File: config.mk
export PLATFORM = sky130hd
export DESIGN_NAME = meter_uart_register_access_unit
export DESIGN_NICKNAME = d
export VERILOG_FILES = /design/src/design/mura_pkg.sv /design/src/design/mura_core.sv /design/src/design/mura_frame.sv /design/src/design/meter_uart_register_access_unit.sv
export VERILOG_INCLUDE_DIRS = /design/src /design/src/design
export SDC_FILE = /design/constraint.sdc
export NUM_CORES = 1
export LEC_CHECK = 0
export BUFFER_PORTS_ARGS = -buffer_cell sky130_fd_sc_hd__buf_2
export CAP_MARGIN = 40
export CORE_MARGIN = 3
export CORE_UTILIZATION = 64
export CTS_CLUSTER_SIZE = 14
export DETAILED_ROUTE_END_ITERATION = 7
export HOLD_SLACK_MARGIN = 0.1
export PLACE_DENSITY_LB_ADDON = 0.15
export SYNTH_ARGS = -nofsm -noshare
export SYNTH_HDL_FRONTEND = slang
export SYNTH_SLANG_ARGS = --single-unit
File: constraint.sdc
create_clock -name clock -period 9.7 [get_ports clock]
set_input_delay 0.97 -clock clock [delete_from_list [all_inputs] [get_ports clock]]
set_output_delay 0.97 -clock clock [all_outputs]
set_load 0.02 [all_outputs]
File: src/design/meter_uart_register_access_unit_defines.svh
// assertion macros shared by the register access unit modules
// depends on nothing; included by the modules that carry assertions
`ifndef METER_UART_REGISTER_ACCESS_UNIT_DEFINES_SVH
`define METER_UART_REGISTER_ACCESS_UNIT_DEFINES_SVH

// same-cycle implication
`define MURA_ASSERT_IMP(name, clk, rst, ante, cons) \
   name: assert property (@(posedge clk) disable iff (rst) (ante) |-> (cons)) \
      else $error("same-cycle check failed");

// next-cycle implication
`define MURA_ASSERT_NXT(name, clk, rst, ante, cons) \
   name: assert property (@(posedge clk) disable iff (rst) (ante) |=> (cons)) \
      else $error("next-cycle check failed");

`endif

File: src/design/mura_pkg.sv
// types and constants of the meter uart register access unit
// depends on nothing
`timescale 1ns / 1ps
`default_nettype none

package mura_pkg;

   localparam logic [1:0] REQ_READ  = 2'd0;
   localparam logic [1:0] REQ_WRITE = 2'd1;
   localparam logic [1:0] REQ_BYTE  = 2'd2;
   localparam logic [1:0] REQ_TICK  = 2'd3;

   localparam logic [1:0] KIND_TX    = 2'd0;
   localparam logic [1:0] KIND_READ  = 2'd1;
   localparam logic [1:0] KIND_WRITE = 2'd2;

   localparam logic [1:0] CSR_HEAD    = 2'd0;
   localparam logic [1:0] CSR_TIMEOUT = 2'd1;
   localparam logic [1:0] CSR_LIMIT   = 2'd2;

   localparam logic [7:0] ACK_BYTE   = 8'h54;
   localparam logic [7:0] HEAD_RESET = 8'd106;
   localparam logic [9:0] TIMEOUT_RESET = 10'd1000;
   localparam logic [4:0] LIMIT_RESET   = 5'd20;

   localparam int FRAME_DEPTH = 5;
   localparam int CNT_W = 3;

   typedef enum logic [2:0] {
      PH_IDLE  = 3'b001,
      PH_WRITE = 3'b010,
      PH_READ  = 3'b100
   } phase_type;

   typedef struct packed {
      logic [1:0]  req_type;
      logic [6:0]  address;
      logic [15:0] write_data;
      logic [7:0]  rx_byte;
   } item_type;

   typedef struct packed {
      logic [7:0] head_byte;
      logic [9:0] timeout_ticks;
      logic [4:0] fail_limit;
   } cfg_type;

   typedef struct packed {
      logic [1:0]  result_kind;
      logic [7:0]  tx_byte;
      logic        last_byte;
      logic [23:0] read_value;
      logic        success;
      logic        comm_fault;
      logic [4:0]  fail_count;
   } word_type;

   typedef struct packed {
      logic             load;
      logic [CNT_W-1:0] count;
   } frame_ctl_type;

endpackage

`default_nettype wire

File: src/design/mura_core.sv
// input register, protocol state and per-item step logic
// depends on mura_pkg and the shared assertion macros
`timescale 1ns / 1ps
`default_nettype none
`include "meter_uart_register_access_unit_defines.svh"

module mura_core (
   input  wire logic              clock,
   input  wire logic              reset,
   input  wire logic              req_valid,
   output logic                   req_stall,
   input  wire mura_pkg::item_type req_item,
   input  wire mura_pkg::cfg_type  cfg,
   input  wire logic              frame_free,
   output mura_pkg::frame_ctl_type frame_ctl,
   output mura_pkg::word_type      frame_words [mura_pkg::FRAME_DEPTH]
);

   logic               in_valid_ff, in_valid_in;
   mura_pkg::item_type item_ff;

   mura_pkg::phase_type phase_ff, phase_in;
   logic [1:0]  rx_count_ff, rx_count_in;
   logic [23:0] rx_data_ff, rx_data_in;
   logic [7:0]  rx_sum_ff, rx_sum_in;
   logic [9:0]  wait_ff, wait_in;
   logic [4:0]  failures_ff, failures_in;
   logic        fault_ff, fault_in;

   logic [mura_pkg::CNT_W-1:0] step_cnt;
   logic        consume;
   logic        accept;
   logic        done_ok;
   logic [7:0]  addr_byte;
   logic [7:0]  wsum;
   logic [9:0]  wait_inc;
   logic [5:0]  fail_sum;
   logic        chk_ok;

   assign consume   = in_valid_ff && ((step_cnt == '0) || frame_free);
   assign req_stall = in_valid_ff && !consume;
   assign accept    = req_valid && !req_stall;
   assign in_valid_in = accept || (in_valid_ff && !consume);

   always_comb begin
      phase_in    = phase_ff;
      rx_count_in = rx_count_ff;
      rx_data_in  = rx_data_ff;
      rx_sum_in   = rx_sum_ff;
      wait_in     = wait_ff;
      failures_in = failures_ff;
      fault_in    = fault_ff;
      step_cnt    = '0;
      done_ok     = 1'b0;
      addr_byte   = {1'b0, item_ff.address};
      wsum        = '0;
      wait_inc    = wait_ff + 10'd1;
      fail_sum    = {1'b0, failures_ff} + 6'd1;
      chk_ok      = (~rx_sum_ff) == item_ff.rx_byte;
      for (int i = 0; i < mura_pkg::FRAME_DEPTH; i++) begin
         frame_words[i] = '0;
      end
      unique case (item_ff.req_type) inside
         mura_pkg::REQ_READ, mura_pkg::REQ_WRITE: begin
            if (phase_ff == mura_pkg::PH_IDLE) begin
               rx_count_in = '0;
               rx_data_in  = '0;
               wait_in     = '0;
               frame_words[0].tx_byte = cfg.head_byte;
               if (item_ff.req_type == mura_pkg::REQ_READ) begin
                  rx_sum_in = cfg.head_byte + addr_byte;
                  phase_in  = mura_pkg::PH_READ;
                  frame_words[1].tx_byte   = addr_byte;
                  frame_words[1].last_byte = 1'b1;
                  step_cnt = 3'd2;
               end else begin
                  addr_byte = {1'b1, item_ff.address};
                  wsum = cfg.head_byte + addr_byte + item_ff.write_data[15:8]
                       + item_ff.write_data[7:0];
                  rx_sum_in = '0;
                  phase_in  = mura_pkg::PH_WRITE;
                  frame_words[1].tx_byte   = addr_byte;
                  frame_words[2].tx_byte   = item_ff.write_data[15:8];
                  frame_words[3].tx_byte   = item_ff.write_data[7:0];
                  frame_words[4].tx_byte   = ~wsum;
                  frame_words[4].last_byte = 1'b1;
                  step_cnt = 3'd5;
               end
            end
         end
         mura_pkg::REQ_BYTE: begin
            if (phase_ff == mura_pkg::PH_WRITE) begin
               if (item_ff.rx_byte == mura_pkg::ACK_BYTE) begin
                  phase_in = mura_pkg::PH_IDLE;
                  done_ok  = 1'b1;
                  frame_words[0].result_kind = mura_pkg::KIND_WRITE;
                  frame_words[0].success     = 1'b1;
                  step_cnt = 3'd1;
               end
            end else if (phase_ff == mura_pkg::PH_READ) begin
               if (rx_count_ff != 2'd3) begin
                  rx_data_in  = {rx_data_ff[15:0], item_ff.rx_byte};
                  rx_sum_in   = rx_sum_ff + item_ff.rx_byte;
                  rx_count_in = rx_count_ff + 2'd1;
               end else begin
                  phase_in = mura_pkg::PH_IDLE;
                  done_ok  = 1'b1;
                  frame_words[0].result_kind = mura_pkg::KIND_READ;
                  frame_words[0].read_value  = chk_ok ? rx_data_ff : 24'd0;
                  frame_words[0].success     = chk_ok;
                  step_cnt = 3'd1;
               end
            end
         end
         mura_pkg::REQ_TICK: begin
            if (phase_ff != mura_pkg::PH_IDLE) begin
               if ((wait_inc >= cfg.timeout_ticks) || (wait_inc == '0)) begin
                  if (fail_sum >= {1'b0, cfg.fail_limit}) begin
                     failures_in = cfg.fail_limit;
                     fault_in    = 1'b1;
                  end else begin
                     failures_in = fail_sum[4:0];
                  end
                  frame_words[0].result_kind = (phase_ff == mura_pkg::PH_READ)
                                             ? mura_pkg::KIND_READ
                                             : mura_pkg::KIND_WRITE;
                  phase_in = mura_pkg::PH_IDLE;
                  wait_in  = '0;
                  step_cnt = 3'd1;
               end else begin
                  wait_in = wait_inc;
               end
            end
         end
         default: begin
            step_cnt = '0;
         end
      endcase
      if (done_ok) begin
         failures_in = '0;
         fault_in    = 1'b0;
         wait_in     = '0;
      end
      for (int i = 0; i < mura_pkg::FRAME_DEPTH; i++) begin
         frame_words[i].comm_fault = fault_in;
         frame_words[i].fail_count = failures_in;
      end
   end

   assign frame_ctl.load  = consume && (step_cnt != '0);
   assign frame_ctl.count = step_cnt;

   always_ff @(posedge clock) begin
      if (reset) begin
         in_valid_ff <= 1'b0;
         phase_ff    <= mura_pkg::PH_IDLE;
         rx_count_ff <= '0;
         rx_data_ff  <= '0;
         rx_sum_ff   <= '0;
         wait_ff     <= '0;
         failures_ff <= '0;
         fault_ff    <= 1'b0;
      end else begin
         in_valid_ff <= in_valid_in;
         if (consume) begin
            phase_ff    <= phase_in;
            rx_count_ff <= rx_count_in;
            rx_data_ff  <= rx_data_in;
            rx_sum_ff   <= rx_sum_in;
            wait_ff     <= wait_in;
            failures_ff <= failures_in;
            fault_ff    <= fault_in;
         end
      end
   end

   always_ff @(posedge clock) begin
      if (accept) begin
         item_ff <= req_item;
      end
   end

   `MURA_ASSERT_NXT(a_read_starts, clock, reset,
      consume && phase_ff == mura_pkg::PH_IDLE && item_ff.req_type == mura_pkg::REQ_READ,
      phase_ff == mura_pkg::PH_READ)
   `MURA_ASSERT_NXT(a_ok_clears, clock, reset, consume && done_ok,
      failures_ff == '0 && !fault_ff)
   `MURA_ASSERT_IMP(a_idle_no_wait, clock, reset, phase_ff == mura_pkg::PH_IDLE,
      wait_ff == '0)

endmodule

`default_nettype wire

File: src/design/mura_frame.sv
// result frame buffer: holds up to five words and hands them out in order
// depends on mura_pkg and the shared assertion macros
`timescale 1ns / 1ps
`default_nettype none
`include "meter_uart_register_access_unit_defines.svh"

module mura_frame (
   input  wire logic                    clock,
   input  wire logic                    reset,
   input  wire mura_pkg::frame_ctl_type frame_ctl,
   input  wire mura_pkg::word_type      frame_words [mura_pkg::FRAME_DEPTH],
   output logic                         frame_free,
   output logic                         rsp_valid,
   input  wire logic                    rsp_stall,
   output mura_pkg::word_type           rsp_word
);

   mura_pkg::word_type word_ff [mura_pkg::FRAME_DEPTH];
   logic [mura_pkg::CNT_W-1:0] cnt_ff, cnt_in;
   logic [mura_pkg::CNT_W-1:0] idx_ff, idx_in;
   logic take;
   logic last;

   assign rsp_valid  = idx_ff != cnt_ff;
   assign take       = rsp_valid && !rsp_stall;
   assign last       = (idx_ff + 3'd1) == cnt_ff;
   assign frame_free = !rsp_valid || (take && last);
   assign rsp_word   = rsp_valid ? word_ff[idx_ff] : '0;

   always_comb begin
      cnt_in = cnt_ff;
      idx_in = idx_ff;
      if (frame_ctl.load) begin
         cnt_in = frame_ctl.count;
         idx_in = '0;
      end else if (take) begin
         idx_in = idx_ff + 3'd1;
      end
   end

   always_ff @(posedge clock) begin
      if (reset) begin
         cnt_ff <= '0;
         idx_ff <= '0;
      end else begin
         cnt_ff <= cnt_in;
         idx_ff <= idx_in;
      end
   end

   always_ff @(posedge clock) begin
      if (frame_ctl.load) begin
         for (int i = 0; i < mura_pkg::FRAME_DEPTH; i++) begin
            word_ff[i] <= frame_words[i];
         end
      end
   end

   `MURA_ASSERT_IMP(a_load_when_free, clock, reset, frame_ctl.load, frame_free)
   `MURA_ASSERT_IMP(a_idx_in_range, clock, reset, 1'b1,
      idx_ff <= cnt_ff && cnt_ff <= 3'd5)
   `MURA_ASSERT_NXT(a_load_shows, clock, reset, frame_ctl.load, rsp_valid && idx_ff == '0)

endmodule

`default_nettype wire

File: src/design/meter_uart_register_access_unit.sv
// an item is taken into the input register and stepped from there; its words are
// loaded into the five-entry frame buffer and offered from it, one per cycle unless the
// result port stalls. throughput: one item per cycle, but an item that loads words waits
// until the previous frame's last word is taken; a read loads two words, a write five.
// reset: synchronous, clears protocol state, failure count and fault flag and loads
// the register defaults (head 106, timeout 1000 ticks, failure limit 20).
// depends on mura_pkg, mura_core and mura_frame
`timescale 1ns / 1ps
`default_nettype none

module meter_uart_register_access_unit (
   input  wire logic        clock,
   input  wire logic        reset,
   input  wire logic        csr_write_en,
   input  wire logic [1:0]  csr_index,
   input  wire logic [9:0]  csr_wdata,
   input  wire logic        req_valid,
   output logic             req_stall,
   input  wire logic [1:0]  req_type,
   input  wire logic [6:0]  req_address,
   input  wire logic [15:0] req_write_data,
   input  wire logic [7:0]  req_rx_byte,
   output logic             rsp_valid,
   input  wire logic        rsp_stall,
   output logic [1:0]       rsp_result_kind,
   output logic [7:0]       rsp_tx_byte,
   output logic             rsp_last_byte,
   output logic [23:0]      rsp_read_value,
   output logic             rsp_success,
   output logic             rsp_comm_fault,
   output logic [4:0]       rsp_fail_count
);

   mura_pkg::cfg_type       cfg_ff;
   mura_pkg::item_type      req_item;
   mura_pkg::frame_ctl_type frame_ctl;
   mura_pkg::word_type      frame_words [mura_pkg::FRAME_DEPTH];
   mura_pkg::word_type      rsp_word;
   logic                    frame_free;

   always_ff @(posedge clock) begin
      if (reset) begin
         cfg_ff.head_byte     <= mura_pkg::HEAD_RESET;
         cfg_ff.timeout_ticks <= mura_pkg::TIMEOUT_RESET;
         cfg_ff.fail_limit    <= mura_pkg::LIMIT_RESET;
      end else if (csr_write_en) begin
         unique case (csr_index)
            mura_pkg::CSR_HEAD:    cfg_ff.head_byte     <= csr_wdata[7:0];
            mura_pkg::CSR_TIMEOUT: cfg_ff.timeout_ticks <= csr_wdata;
            mura_pkg::CSR_LIMIT:   cfg_ff.fail_limit    <= csr_wdata[4:0];
            default: begin
               cfg_ff <= cfg_ff;
            end
         endcase
      end
   end

   assign req_item.req_type   = req_type;
   assign req_item.address    = req_address;
   assign req_item.write_data = req_write_data;
   assign req_item.rx_byte    = req_rx_byte;

   mura_core u_core (
      .clock       (clock),
      .reset       (reset),
      .req_valid   (req_valid),
      .req_stall   (req_stall),
      .req_item    (req_item),
      .cfg         (cfg_ff),
      .frame_free  (frame_free),
      .frame_ctl   (frame_ctl),
      .frame_words (frame_words)
   );

   mura_frame u_frame (
      .clock       (clock),
      .reset       (reset),
      .frame_ctl   (frame_ctl),
      .frame_words (frame_words),
      .frame_free  (frame_free),
      .rsp_valid   (rsp_valid),
      .rsp_stall   (rsp_stall),
      .rsp_word    (rsp_word)
   );

   assign rsp_result_kind = rsp_word.result_kind;
   assign rsp_tx_byte     = rsp_word.tx_byte;
   assign rsp_last_byte   = rsp_word.last_byte;
   assign rsp_read_value  = rsp_word.read_value;
   assign rsp_success     = rsp_word.success;
   assign rsp_comm_fault  = rsp_word.comm_fault;
   assign rsp_fail_count  = rsp_word.fail_count;

endmodule

`default_nettype wire

# Yosys cells after proc, flatten, opt, wreduce, memory -nomap -nowiden
# Memories as Yosys holds them, arrays and structs flattened. A register that Yosys moved wholly into a read port is not among the register bits.
# Cells that the tools add are included.
[word_totals] mem_count=1 elab_cells=174 ramBits=210 regBits=116 out_inout_bits=44 in_bits=50
[classes] n_lt_le_gt_ge=2 reduce_logical=30 addsub=9 bitwise=2 n_eq_ne=25 n_mux=88
[mem_list] memory="u_frame.word_ff" words=5 width=42 rd=1 rd_clocked_by_memory_dff=1 wr=5 line="mura_frame.sv:18" rtl="mura_pkg::word_type word_ff [mura_pkg::FRAME_DEPTH];"
[op_table] operator="2-to-1 mux 24 bit" count=6
[op_table] operator="2-to-1 mux 8 bit" count=14
[op_table] operator="2-to-1 mux 25 bit" count=3
[op_table] operator="one-hot mux 24 bit (2 select lines)" count=1
[op_table] operator="2-to-1 mux 3 bit" count=15
[op_table] operator="2-to-1 mux 9 bit" count=5
[op_table] operator="2-to-1 mux 42 bit" count=1
[op_table] operator="2-to-1 mux 10 bit" count=4
[op_table] operator="adder 8 bit" count=4
[op_table] operator="2-to-1 mux 5 bit" count=5
[op_table] operator="2-to-1 mux 2 bit" count=10
[op_table] operator="one-hot mux 10 bit (2 select lines)" count=1
[op_table] operator="2-to-1 mux 1 bit" count=18
[op_table] operator="one-hot mux 3 bit (3 select lines)" count=2
[op_table] operator="NOT 8 bit" count=2
[op_table] operator="one-hot mux 8 bit (2 select lines)" count=1
[op_table] operator="!= test 2 bit, second input constant" count=6
[op_table] operator="adder 10 x 1 -> 10 bit, second input constant" count=1
[op_table] operator="greater-or-equal comparator 10 bit" count=1
[op_table] operator="logical NOT 10 bit" count=1
[op_table] operator="!= test 3 bit, second input constant" count=3
[op_table] operator="nonzero test 3 bit" count=3
[op_table] operator="adder 8 x 7 -> 8 bit" count=1
[op_table] operator="equality test 8 x 7 -> 1 bit, second input constant" count=1
[op_table] operator="27 further kinds" count=47

# Longest topological paths before layout
# Gate-level depths: netlist of the first run.
[depth] depth_word=14 depth_mapped=15 ltp_nobuf=14

# Hierarchy
# From an unflattened synthesis of the first run, not the netlist that was laid out.
[hier_totals] cells_unflattened=1311 hier_area_um2=16349.4
[by_module_without_submodules] mod="mura_frame" cells_per_inst=463 n_inst=1 area_per_inst_um2=8705.8 seq_area_each_um2=6486.2
[by_module_without_submodules] mod="mura_core" cells_per_inst=752 n_inst=1 area_per_inst_um2=6678.9 seq_area_each_um2=2072.0
[by_module_without_submodules] mod="meter_uart_register_access_unit" cells_per_inst=96 n_inst=1 area_per_inst_um2=964.7 seq_area_each_um2=460.4

# Worst setup path after synthesis of the first run
# OpenSTA, ideal clock, no wires.
[synth_path] path_type="register to output" startpoint="register u_core.wait_ff[4]" endpoint="output port req_stall" path_slack_ns=6.146 path_buffers=0 stages_incl_launch_ff=11 arrival_ns=2.584 required_time_ns=8.730 cell_sequence="dfxtp_1 nand4_4 o21a_1 or2_2 ha_1 a21oi_1 o21ai_0 o21ai_0 a31o_2 or2_1 inv_1"
[synth_between] elab_chain_cells=11 elab_cells_between_ends=12 cone_classes="add/sub: 1; order compare: 1; mux: 3; reduce/logical: 7"
[synth_rtl] element="from (decl)" line="mura_core.sv:26" rtl="logic [9:0] wait_ff, wait_in;"
[synth_rtl] element="from (signal assigned)" line="mura_core.sv:170" rtl="wait_ff <= wait_in;"
[synth_rtl] element="adder 10 x 1 -> 10 bit (*)" line="mura_core.sv:57" rtl="wait_inc = wait_ff + 10'd1;"
[synth_rtl] element="greater-or-equal comparator 10 bit or logical NOT 10 bit (tied branches)" line="mura_core.sv:117" rtl="if ((wait_inc >= cfg.timeout_ticks) || (wait_inc == '0)) begin"
[synth_rtl] element="logical OR 1 bit (*)" line="mura_core.sv:117"
[synth_rtl] element="2-to-1 mux 1 bit (*)" line="mura_core.sv:117"
[synth_rtl] element="2-to-1 mux 3 bit (*)" line="mura_core.sv:116" rtl="if (phase_ff != mura_pkg::PH_IDLE) begin"
[synth_rtl] element="one-hot mux 3 bit (3 select lines) (*)" line="mura_core.sv:63" rtl="unique case (item_ff.req_type) inside"
[synth_rtl] element="logical NOT 3 bit (*)" line="mura_core.sv:40" rtl="assign consume = in_valid_ff && ((step_cnt == '0) || frame_free);"
[synth_rtl] element="logical OR 1 bit (*)" line="mura_core.sv:40"
[synth_rtl] element="logical AND 1 bit (*)" line="mura_core.sv:40"
[synth_rtl] element="logical NOT 1 bit (*)" line="mura_core.sv:41" rtl="assign req_stall = in_valid_ff && !consume;"
[synth_rtl] element="logical AND 1 bit (*)" line="mura_core.sv:41"
[synth_rtl] element="to (decl)" line="meter_uart_register_access_unit.sv:18" rtl="output logic req_stall,"
# Mark *: on every way between the ends. The rest lies on a longest branch, timed or not.

# Worst setup path after layout of the first run
[layout_path] startpoint="register u_core.wait_ff[0]" endpoint="output port req_stall"
# The elaborated chain is that of the path after synthesis.

==> summary.txt, run 1 <==
STA
  • Unrepaired setup endpoints after global routing: no
  • Fmax: 0.225 GHz
  • Max Slew Vio Count: 0
  • Final hold vios: 0
  • Slew HR: 47.0%
  • Clk_skew: 0.00580 ns
  • Hold slack: 0.465 ns
  • Final setup violation count: 0
  • Final period util: 45.7%
  • Min cycle time layout: 4.44 ns
  • TNS Setup: 0 ns
  • Final WS setup: 5.26 ns
  • Worst-Margin Slew: 0.791 ns

Routing
  • Drt drc: 0
  • First-pass DRT Iterations: 6
  • Antenna viol nets, final: 0
  • Vias: 6702
  • Initial DRC count: 513
  • Vias per cell: 5.88
  • Drt total wl: 20400 µm
  • WL per Instance: 17.9 µm

GRT
  • Wire length of the first global-routing pass: 33100 µm
  • Total GRT Usage: 25.8%
  • Pin count of the biggest net entering global routing: 59
  • Initial antenna violation count: 0
  • Vias in the first global route: 6673
  • Overflow after GRT: 0

Floorplan
  • Die width: 128 µm
  • FP Rows: 44
  • Die area: 16500 µm²
  • Core ar.: 14600 µm²
  • DIE HEIGHT: 128 µm
  • # IOs: 94
  • Initial Util: 65.7%

Yosys
  • Number of synthesized register bits: 193
  • Seq/Total Area, Yosys: 51.5%
  • Mapped Area: 9580 µm²
  • Synth Warn #: 0
  • Avg Synthesized Cell Area: 11.2 µm²
  • Synth Instances: 859
  • Syn_nets: 965
  • Ys flop type: edfxtp_1
  • Unique cell type count in the Yosys netlist: 64
  • Post-synth EDFFs: 107
  • Async S/R FF share, synth: 0%

Hold path
  • Hold Crit Class: reg2reg
  • WHS Endpoint: u_core.rx_sum_ff[3]
  • WHS Path Cells: 2
  • Hold Crit Start: u_core.rx_sum_ff[3]

Clocking
  • Clk slew on worst S/H paths: 0.07 ns
  • TritonCTS sink count: 193
  • Clk Latency, worst-skew pair: 0.43 ns
  • CTS tree: built
  • Max Buffers Root-to-Sink: 2
  • Quantity of hold-fixing buffers added after cts: 0
  • Root Buffer: clkbuf_16
  • Cts repair resizes: 0
  • Post-CTS Setup Bufs: 0
  • Num CTS Buffers: 17
  • Depth of the CTS H-tree: 4

Worst setup path
  • Reg2reg path depth: 12
  • R2r startpoint: u_core.wait_ff[0]
  • R2R setup slack: 5.61 ns
  • Setup crit end kind: output port
  • Kind of critical path: reg2out
  • Cell Chain, Critical Path: nand3_1, o21a_1, or2_2, ha_1, nand4_1, nor2_1, o2bb2ai_1, o21ai_0, a31o_2, or2_1, inv_1, buf_2
  • Startpoint Class: flip-flop
  • Slowest-stage cell, CP: dfxtp_1
  • Crit path max fanout: 8
  • Worst path max stage delay: 0.46 ns
  • Worst path arrival time: 3.47 ns
  • Reg2reg end: u_frame.word_ff[0][29]
  • Worst endpoint required time: 8.73 ns

Layout
  • Design area: 10800 µm²
  • P&R area growth vs syn: 12.4%
  • NumNets Final: 1048
  • Ant diodes: 0
  • Share of layout cells above drive strength 1: 16.4%

Placement
  • Dpl ws: 5.67 ns
  • Final HPWL DP: 14800 µm
  • GPL Wtd Cong: 0.869
  • DP Area: 10200 µm²
  • PortBufs: 93

Power
  • Power density over the cells: 182 nW/µm²
  • Pleak: 4.62 nW
  • Worst vdd ir: 134 µV

Status
  • Status: finished, final reports clean

Flow run
  • Number of max-cap violations: 0
-- Yosys cell counts (all sizes together), types with 2 or more instances --
master	number	share of area (%)
o211ai	3	0.24
nand2b	6	0.39
nand2	75	3.0
mux4	8	1.9
a21o	17	1.3
nand4	5	0.48
a211oi	6	0.60
and2	73	4.8
xor2	15	1.4
dfxtp	86	18
or3	2	0.13
a31o	28	2.6
inv	32	1.3
nand3b	3	0.24
o41ai	2	0.18
o211a	2	0.21
a32o	2	0.21
edfxtp	107	34
nor4	2	0.13
nor4bb	2	0.21
nor2	58	2.4
nand3	17	0.89
nor3b	4	0.37
o21ai	35	1.9
a31oi	2	0.13
a21oi	34	1.9
buf	12	0.85
xnor2	21	1.9
nor3	7	0.37
clkbuf	27	1.1
fa	16	3.3
o21bai	2	0.16
and4	2	0.18
nor2b	11	0.72
or2	3	0.20
o21a	4	0.31
mux2i	31	3.2
and3	46	3.0
ha	40	5.2
-- cells by family (layout without fill, tap and decap cells) --
kind of cell / Yosys count / count (layout) / share of synthesized area (%)
buf+inv: 71 / 167 / 3.16
flops: 193 / 193 / 51.5
mux: 39 / 39 / 5.12
xor+xnor: 36 / 36 / 3.29
fa+ha+maj: 56 / 56 / 8.57
compound gates: 146 / 146 / 10.7
simple gates: 318 / 318 / 17.6
-- report_power, final --
group / switching [mW] / internal (mW)
Clock: 0.312 / 0.385
Sequential: 0.0263 / 0.904
Combinational: 0.200 / 0.130
Total: 0.539 / 1.42
-- per-stage QoR --
step	power (mW)	std cells	util [%]
floorplan	1.17	859	-
global placement	1.27	1106	69.7
detailed placement	1.28	1107	69.8
CTS	1.97	1139	73.8
global route	2.04	1139	73.8
finish	1.96	1139	73.8
-- how the worst max path moves through the flow --
stage,from,endpoint,slack (ns),cells past startpoint
2_1_floorplan,u_core.wait_ff[4],req_stall,6.15,10
5_1_grt,u_core.wait_ff[0],req_stall,5.01,12
4_1_cts,u_core.wait_ff[0],req_stall,5.26,12
3_5_place_dp,u_core.wait_ff[0],u_frame.word_ff[0][22],5.67,11
3_3_place_gp,u_core.wait_ff[0],u_frame.word_ff[0][22],5.84,11
6_report,u_core.wait_ff[0],req_stall,5.26,12
-- layer usage --
metal  GRT usage [%]  part of all wire [%]
met5               0                     0
met4            10.4                   2.8
met3            4.65                   5.8
met2            42.7                    48
met1            34.0                    43
-- flip-flops by register name (all words and copies together), names as in the netlist, named ones only --
| signal | cells |
|---|---|
| cfg_ff | 23 |
| u_core.failures_ff | 5 |
| u_core.fault_ff | 1 |
| u_core.in_valid_ff | 1 |
| u_core.item_ff | 33 |
| u_core.phase_ff | 3 |
| u_core.rx_count_ff | 2 |
| u_core.rx_data_ff | 24 |
| u_core.rx_sum_ff | 8 |
| u_core.wait_ff | 10 |
| u_frame.cnt_ff | 3 |
| u_frame.idx_ff | 3 |
| u_frame.word_ff | 74 |
-- cell type report --
class	instances	area, µm²
sequential	193	4930
multi-input combinational	595	4350
timing repair buffer	103	548
tap	184	230
clock buffer	19	433
clock inverter	13	149
inverter	32	120
fill	1014	3830
-- critical path, delay by kind of cell, from the launching register on --
family,cells,cell delay (ns)
buffers and inverters,2,0.25
DFF,1,0.46
and+or+nand+nor,5,1.09
AOI/OAI and AO/OA,4,0.92
adders and majority gates,1,0.31
-- cell usage in the layout (no fill, tap or decap), drive strengths merged, types with 6 or more instances in the layout --
cell type  netlist  final
nor3             7      7
a31o            28     28
edfxtp         107    107
ha              40     40
fa              16     16
nand2           75     75
a211oi           6      6
nor2b           11     11
inv             32     39
nor2            58     58
mux4             8      8
and2            73     73
mux2i           31     31
a21oi           34     34
o21ai           35     35
and3            46     46
xor2            15     15
xnor2           21     21
dfxtp           86     86
nand3           17     17
buf             12    103
a21o            17     17
nand2b           6      6
clkbuf          27     19
Note: power is estimated with default switching activity, not from simulation.
==> run 2, diff against run 1 <==
Settings changed: CORE_UTILIZATION 64 to 54.
Clock period 9.7 ns to 4.05 ns, I/O delays scaled along.
==> run 2 against run 1 <==
Global-route usage is 4.7 points lower; design area is 1.0% higher; setup slack worse by 5.0 ns; worst hold slack worse by 0.33 ns; combinational power is 140% higher; wire length is 1.7% lower.
==> summary.txt, run 2 (synthesis gave the netlist of run 1 again) <==
Clocking
  • Num CTS Buffers: 17 (unchanged)
  • Clk Latency, worst-skew pair: 0.44 ns (was 0.43 ns)
  • CTS tree: built (unchanged)
  • Cts repair resizes: 0 (unchanged)
  • Max Buffers Root-to-Sink: 2 (unchanged)
  • Root Buffer: clkbuf_16 (unchanged)
  • TritonCTS sink count: 193 (unchanged)
  • Clk slew on worst S/H paths: 0.08 ns (was 0.07 ns)
  • Depth of the CTS H-tree: 4 (unchanged)
  • Post-CTS Setup Bufs: 0 (unchanged)
  • Quantity of hold-fixing buffers added after cts: 0 (unchanged)

Worst setup path
  • Slowest-stage cell, CP: dfxtp_1 (unchanged)
  • R2r startpoint: u_core.wait_ff[0] (unchanged)
  • Worst setup startpoint: u_core.wait_ff[0] (unchanged)
  • Worst path max stage delay: 0.44 ns (was 0.46 ns)
  • Cell Chain, Critical Path: nand3_1, o21a_1, or2_2, ha_1, a21oi_1, o21ai_0, o21ai_0, a31o_2, or2_1, inv_1, buf_2 (was nand3_1, o21a_1, or2_2, ha_1, nand4_1, nor2_1, o2bb2ai_1, o21ai_0, a31o_2, or2_1, inv_1, buf_2)
  • Top delay family on crit path: compound AO/OA/AOI/OAI gates (was simple AND/OR/NAND/NOR gates)
  • Setup crit end kind: output port (unchanged)
  • Most frequent CP cell: o21ai_0
  • Crit path max fanout: 8 (unchanged)
  • Worst path bufs/invs: 2 (unchanged)
  • Kind of critical path: reg2out (unchanged)
  • Worst endpoint required time: 3.64 ns (was 8.73 ns)
  • Startpoint Class: flip-flop (unchanged)
  • Worst path arrival time: 3.35 ns (was 3.47 ns)

GRT
  • Initial antenna violation count: 0 (unchanged)
  • Pin count of the biggest net entering global routing: 58 (was 59)
  • Wire length of the first global-routing pass: 32800 µm (was 33100 µm)
  • Total GRT Usage: 21.2% (was 25.8%)
  • Overflow after GRT: 0 (unchanged)
  • Vias in the first global route: 6327 (was 6673)

Routing
  • Drt total wl: 20100 µm (was 20400 µm)
  • Vias per cell: 5.52 (was 5.88)
  • First-pass DRT Iterations: 5 (was 6)
  • Antenna viol nets, final: 0 (unchanged)
  • Vias: 6543 (was 6702)
  • WL per Instance: 17.0 µm (was 17.9 µm)
  • Initial DRC count: 505 (was 513)
  • Drt drc: 0 (unchanged)

Power
  • Worst vdd ir: 320 µV (was 134 µV)
  • Power density over the cells: 429 nW/µm² (was 182 nW/µm²)
  • Total power: 4.66 mW (was 1.96 mW)
  • Pleak: 4.65 nW (was 4.62 nW)

STA
  • Unrepaired setup endpoints after global routing: no (unchanged)
  • Max Slew Vio Count: 0 (unchanged)
  • Slew HR: 47.0% (about the same)
  • Hold slack: 0.139 ns (was 0.465 ns)
  • Min cycle time layout: 3.75 ns
  • Final period util: 92.6%
  • Worst-Margin Slew: 0.791 ns (about the same)
  • Fmax: 0.267 GHz
  • TNS Setup: 0 ns (unchanged)
  • Final setup violation count: 0 (unchanged)
  • Clk_skew: 0.00694 ns (was 0.00580 ns)
  • Final hold vios: 0 (unchanged)

Layout
  • Ant diodes: 0 (unchanged)
  • Share of layout cells above drive strength 1: 17.2% (was 16.4%)
  • Largest Register: u_frame.word_ff (unchanged)
  • Fill count: 1407 (was 1014)
  • Top Registers: u_frame.word_ff: 74 flops, u_core.item_ff: 33 flops, u_core.rx_data_ff: 24 flops (unchanged)
  • P&R area growth vs syn: 13.5% (was 12.4%)
  • Most frequent cells in the layout: edfxtp_1 (107), buf_2 (93), dfxtp_1 (86) (unchanged)
  • Max reg flops: 74 (unchanged)
  • NumNets Final: 1053 (was 1048)
  • Most common cell after layout, fill and taps aside: edfxtp_1 (unchanged)

Placement
  • Final HPWL DP: 14300 µm (was 14800 µm)
  • PortBufs: 93 (unchanged)
  • GPL Wtd Cong: 0.866 (was 0.869)

Flow run
  • Number of max-cap violations: 0 (unchanged)

Floorplan
  • FP Rows: 48 (was 44)
  • Die width: 139 µm (was 128 µm)
  • DIE HEIGHT: 139 µm (was 128 µm)
  • Initial Util: 55.2% (was 65.7%)
  • Die area: 19400 µm² (was 16500 µm²)
  • # IOs: 94 (unchanged)
  • Core ar.: 17400 µm² (was 14600 µm²)

Hold path
  • Hold Crit Start: req_address[6] (was u_core.rx_sum_ff[3])
  • Hold Crit Class: in2reg (was reg2reg)

Status
  • Status: finished, final reports clean (unchanged)
## run 2: cell type report
cell class              instances  area (µm²)  area share [%]
flip-flops and latches        193        4930            45.4
clock buffers                  17         425            3.91
inverters                      32         120            1.10
well taps                     225         282            2.59
repair buffers                108         603            5.55
clock inverters                15         158            1.45
multi-input cells             595        4350            40.0
## run 2: stage by stage
stage	worst slack (ns)	util [%]	instance area, µm²	instances
2_1_floorplan	0.585	-	9580	859
3_3_place_gp	0.703	59.3	10300	1153
3_5_place_dp	0.614	59.3	10300	1153
4_1_cts	0.253	62.7	10900	1185
5_1_grt	0.117	62.7	10900	1185
6_report	0.300	62.7	10900	1185
## run 2: worst paths after layout
| check | end | slack (ns) | depth (start not counted) |
|---|---|---|---|
| setup / recovery | req_stall | 0.30 | 11 |
| hold / removal | u_core.item_ff[30] | 0.14 | 1 |
| setup reg to reg | u_core.phase_ff[1] | 0.62 | 13 |
| hold reg to reg | u_core.rx_data_ff[23] | 0.45 | 2 |
## run 2: metal layers
metal	GRT usage [%]	part of all wire, %	wire length (µm)	up-vias
li1	-	-	-	3240
met1	30.5	48	9560	3122
met2	33.2	46	9260	157
met3	3.83	4.6	915	24
met4	6.13	1.8	361	0
met5	0	0	0	-
## run 2: worst register-to-register path, cell delays in order, from the launching register on
cell	delay, ns
dfxtp_1	0.44
nand3_1	0.23
o21a_1	0.27
or2_2	0.32
ha_1	0.30
a21oi_1	0.06
o21ai_0	0.36
a211oi_4	0.13
nor2_4	0.22
o21ai_2	0.09
inv_2	0.41
buf_12	0.27
nand3_1	0.12
a21oi_1	0.14
## run 2: where the power goes
group | switching (mW) | internal, mW | total, mW
combinational | 0.485 | 0.318 | 0.803
clock | 0.812 | 0.825 | 1.64
sequential | 0.0567 | 2.16 | 2.22
==> run 3, diff against run 2 <==
Settings changed: BUFFER_PORTS_ARGS -buffer_cell sky130_fd_sc_hd__buf_2 to unset, CORE_UTILIZATION 54 to 58, DONT_BUFFER_PORTS set to 1.
==> run 3 against run 2 <==
Clock power is 5% lower; sequential share of layout area increased by 0.67 points; combinational power down 7.1%; die area fell by 6.6%; sequential cell count is the same; core utilization grew 4.3 points; highest routed layer is now met5.
==> summary.txt, run 3 (synthesis gave the netlist of run 1 again) <==
Layout
  • P&R area growth vs syn: 11.9% (was 13.5%)
  • Footprint of the multi-input gates: 4350 µm² (unchanged)
  • Register area: 4930 µm² (unchanged)
  • Top Registers: u_frame.word_ff: 74 flops, u_core.item_ff: 33 flops, u_core.rx_data_ff: 24 flops (unchanged)
  • Most frequent cells in the layout: edfxtp_1 (107), dfxtp_1 (86), nand2_1 (74) (was edfxtp_1 (107), buf_2 (93), dfxtp_1 (86))
  • Fill count: 1228 (was 1407)
  • Most common cell after layout, fill and taps aside: edfxtp_1 (unchanged)
  • Ant diodes: 0 (unchanged)
  • NumNets Final: 994 (was 1053)
  • Share of layout cells above drive strength 1: 7.55% (was 17.2%)
  • Largest Register: u_frame.word_ff (unchanged)
  • Max reg flops: 74 (unchanged)

Routing
  • Vias: 6552 (was 6543)
  • Initial DRC count: 343 (was 505)
  • Drt drc: 0 (unchanged)
  • WL per Instance: 18.6 µm (was 17.0 µm)
  • Drt total wl: 20800 µm (was 20100 µm)
  • Vias per cell: 5.87 (was 5.52)
  • Antenna viol nets, final: 0 (unchanged)
  • First-pass DRT Iterations: 5 (unchanged)

Worst setup path
  • Startpoint Class: flip-flop (unchanged)
  • Most frequent CP cell: o21ai_0 (unchanged)
  • Worst path max stage delay: 0.46 ns (was 0.44 ns)
  • Slowest-stage cell, CP: dfxtp_1 (unchanged)
  • Cell Chain, Critical Path: nand3_1, o21a_1, or2_2, ha_1, a21oi_1, o21ai_0, o21ai_0, a31o_2, or2_1, inv_1 (was nand3_1, o21a_1, or2_2, ha_1, a21oi_1, o21ai_0, o21ai_0, a31o_2, or2_1, inv_1, buf_2)
  • Setup crit end kind: output port (unchanged)
  • Crit path max fanout: 8 (unchanged)
  • Kind of critical path: reg2out (unchanged)
  • Worst path arrival time: 3.35 ns (about the same)
  • Worst endpoint required time: 3.64 ns (about the same)
  • Reg2reg path depth: 11 (was 13)

STA
  • Clk_skew: 0.0115 ns (was 0.00694 ns)
  • Final period util: 92.7% (was 92.6%)
  • Slew HR: 37.4% (was 47.0%)
  • Fmax: 0.266 GHz (was 0.267 GHz)
  • Min cycle time layout: 3.76 ns (was 3.75 ns)
  • Max Slew Vio Count: 0 (unchanged)
  • Worst-Margin Slew: 0.936 ns (was 0.791 ns)
  • Final hold vios: 0 (unchanged)
  • TNS Setup: 0 ns (unchanged)
  • Final setup violation count: 0 (unchanged)
  • Unrepaired setup endpoints after global routing: no (unchanged)

Floorplan
  • DIE HEIGHT: 135 µm (was 139 µm)
  • FP Rows: 46 (was 48)
  • Core ar.: 16000 µm² (was 17400 µm²)
  • Initial Util: 59.9% (was 55.2%)
  • Die width: 135 µm (was 139 µm)
  • Die area: 18100 µm² (was 19400 µm²)
  • # IOs: 94 (unchanged)

Power
  • Pleak: 4.35 nW (was 4.65 nW)
  • Worst vdd ir: 293 µV (was 320 µV)
  • Total power: 4.52 mW (was 4.66 mW)
  • Power density over the cells: 422 nW/µm² (was 429 nW/µm²)

Clocking
  • TritonCTS sink count: 193 (unchanged)
  • Clk Latency, worst-skew pair: 0.43 ns (was 0.44 ns)
  • Cts repair resizes: 0 (unchanged)
  • Depth of the CTS H-tree: 4 (unchanged)
  • Max Buffers Root-to-Sink: 2 (unchanged)
  • Clk slew on worst S/H paths: 0.07 ns (was 0.08 ns)
  • CTS tree: built (unchanged)
  • Num CTS Buffers: 17 (unchanged)
  • Root Buffer: clkbuf_16 (unchanged)

Hold path
  • Hold Crit Class: in2reg (unchanged)
  • WHS Path Cells: 2 (was 1)

GRT
  • Total GRT Usage: 23.8% (was 21.2%)
  • Initial antenna violation count: 1 (was 0)
  • Vias in the first global route: 6619 (was 6327)
  • Overflow after GRT: 0 (unchanged)
  • Wire length of the first global-routing pass: 33600 µm (was 32800 µm)
  • Pin count of the biggest net entering global routing: 58 (unchanged)

Flow run
  • Number of max-cap violations: 0 (unchanged)

Placement
  • PortBufs: 0 (was 93)
  • Final HPWL DP: 14600 µm (was 14300 µm)
  • GPL Wtd Cong: 0.875 (was 0.866)

Status
  • Status: finished, final reports clean (unchanged)
-- run 3: cell count changes in the layout (fill, tap and decap cells not counted), moves of 2 or more --
| cell | previous run | this run |
|---|---|---|
| inv_6 | 7 | 4 |
| clkinv_8 | 3 | 0 |
| clkinvlp_4 | 1 | 3 |
| dlygate4sd3_1 | 0 | 36 |
| buf_4 | 13 | 10 |
| clkinv_1 | 0 | 2 |
| clkinv_2 | 0 | 2 |
| buf_2 | 93 | 0 |
-- run 3: per-layer routing --
metal	GRT usage [%]	share of wire [%]	vias to the layer above
li1	-	-	3117
met1	31.8	44	3197
met2	38.8	48	205
met3	6.11	5.8	31
met4	6.90	1.6	2
met5	0	0.062	-
-- run 3: cell type report --
| cell class | instances | share of cell area, % |
|---|---|---|
| repair buffers | 49 | 4.62 |
| well taps | 216 | 2.52 |
| inverters | 32 | 1.12 |
| multi-input cells | 595 | 40.6 |
| flip-flops and latches | 193 | 46.1 |
| clock inverters | 14 | 0.969 |
| clock buffers | 18 | 4.10 |
-- run 3: worst max-delay path: cells and delay by family (launching register included) --
| family | cells | cell delay [ns] |
|---|---|---|
| DFF | 1 | 0.46 |
| and+or+nand+nor | 3 | 0.79 |
| buffers and inverters | 1 | 0.22 |
| adders and majority gates | 1 | 0.30 |
| AOI/OAI and AO/OA | 5 | 1.16 |
-- run 3: power breakdown --
group / switching [mW] / internal (mW)
Combinational: 0.468 / 0.278
Sequential: 0.0616 / 2.16
Clock: 0.743 / 0.809
Total: 1.27 / 3.25
-- run 3: final timing paths --
kind	from	endpoint	slack [ns]
worst max register to register	u_core.wait_ff[0]	u_core.item_ff[21]	0.48
worst min register to register	u_core.rx_count_ff[1]	u_core.rx_count_ff[1]	0.46
worst min-delay path	csr_wdata[1]	cfg_ff[16]	0.11
worst max-delay path	u_core.wait_ff[0]	req_stall	0.29
-- run 3: metrics by stage --
step | hold slack [ns] | setup WS, ns | utilization [%] | cell area (µm²) | std cells
after floorplan | 0.424 | 0.585 | - | 9580 | 859
after global placement | 0.440 | 0.633 | 61.3 | 9810 | 1049
after detailed placement | 0.446 | 0.483 | 61.3 | 9810 | 1049
after CTS | 0.100 | 0.305 | 67.0 | 10700 | 1117
after global routing | 0.103 | 0.0264 | 67.0 | 10700 | 1117
final | 0.113 | 0.295 | 67.0 | 10700 | 1117
-- run 3: repair_timing --
item | 4_1_cts | 5_1_grt
buffers inserted | 0 | 0
hold buffers | 36 | 0
hold endpoints to repair | 55 | 0
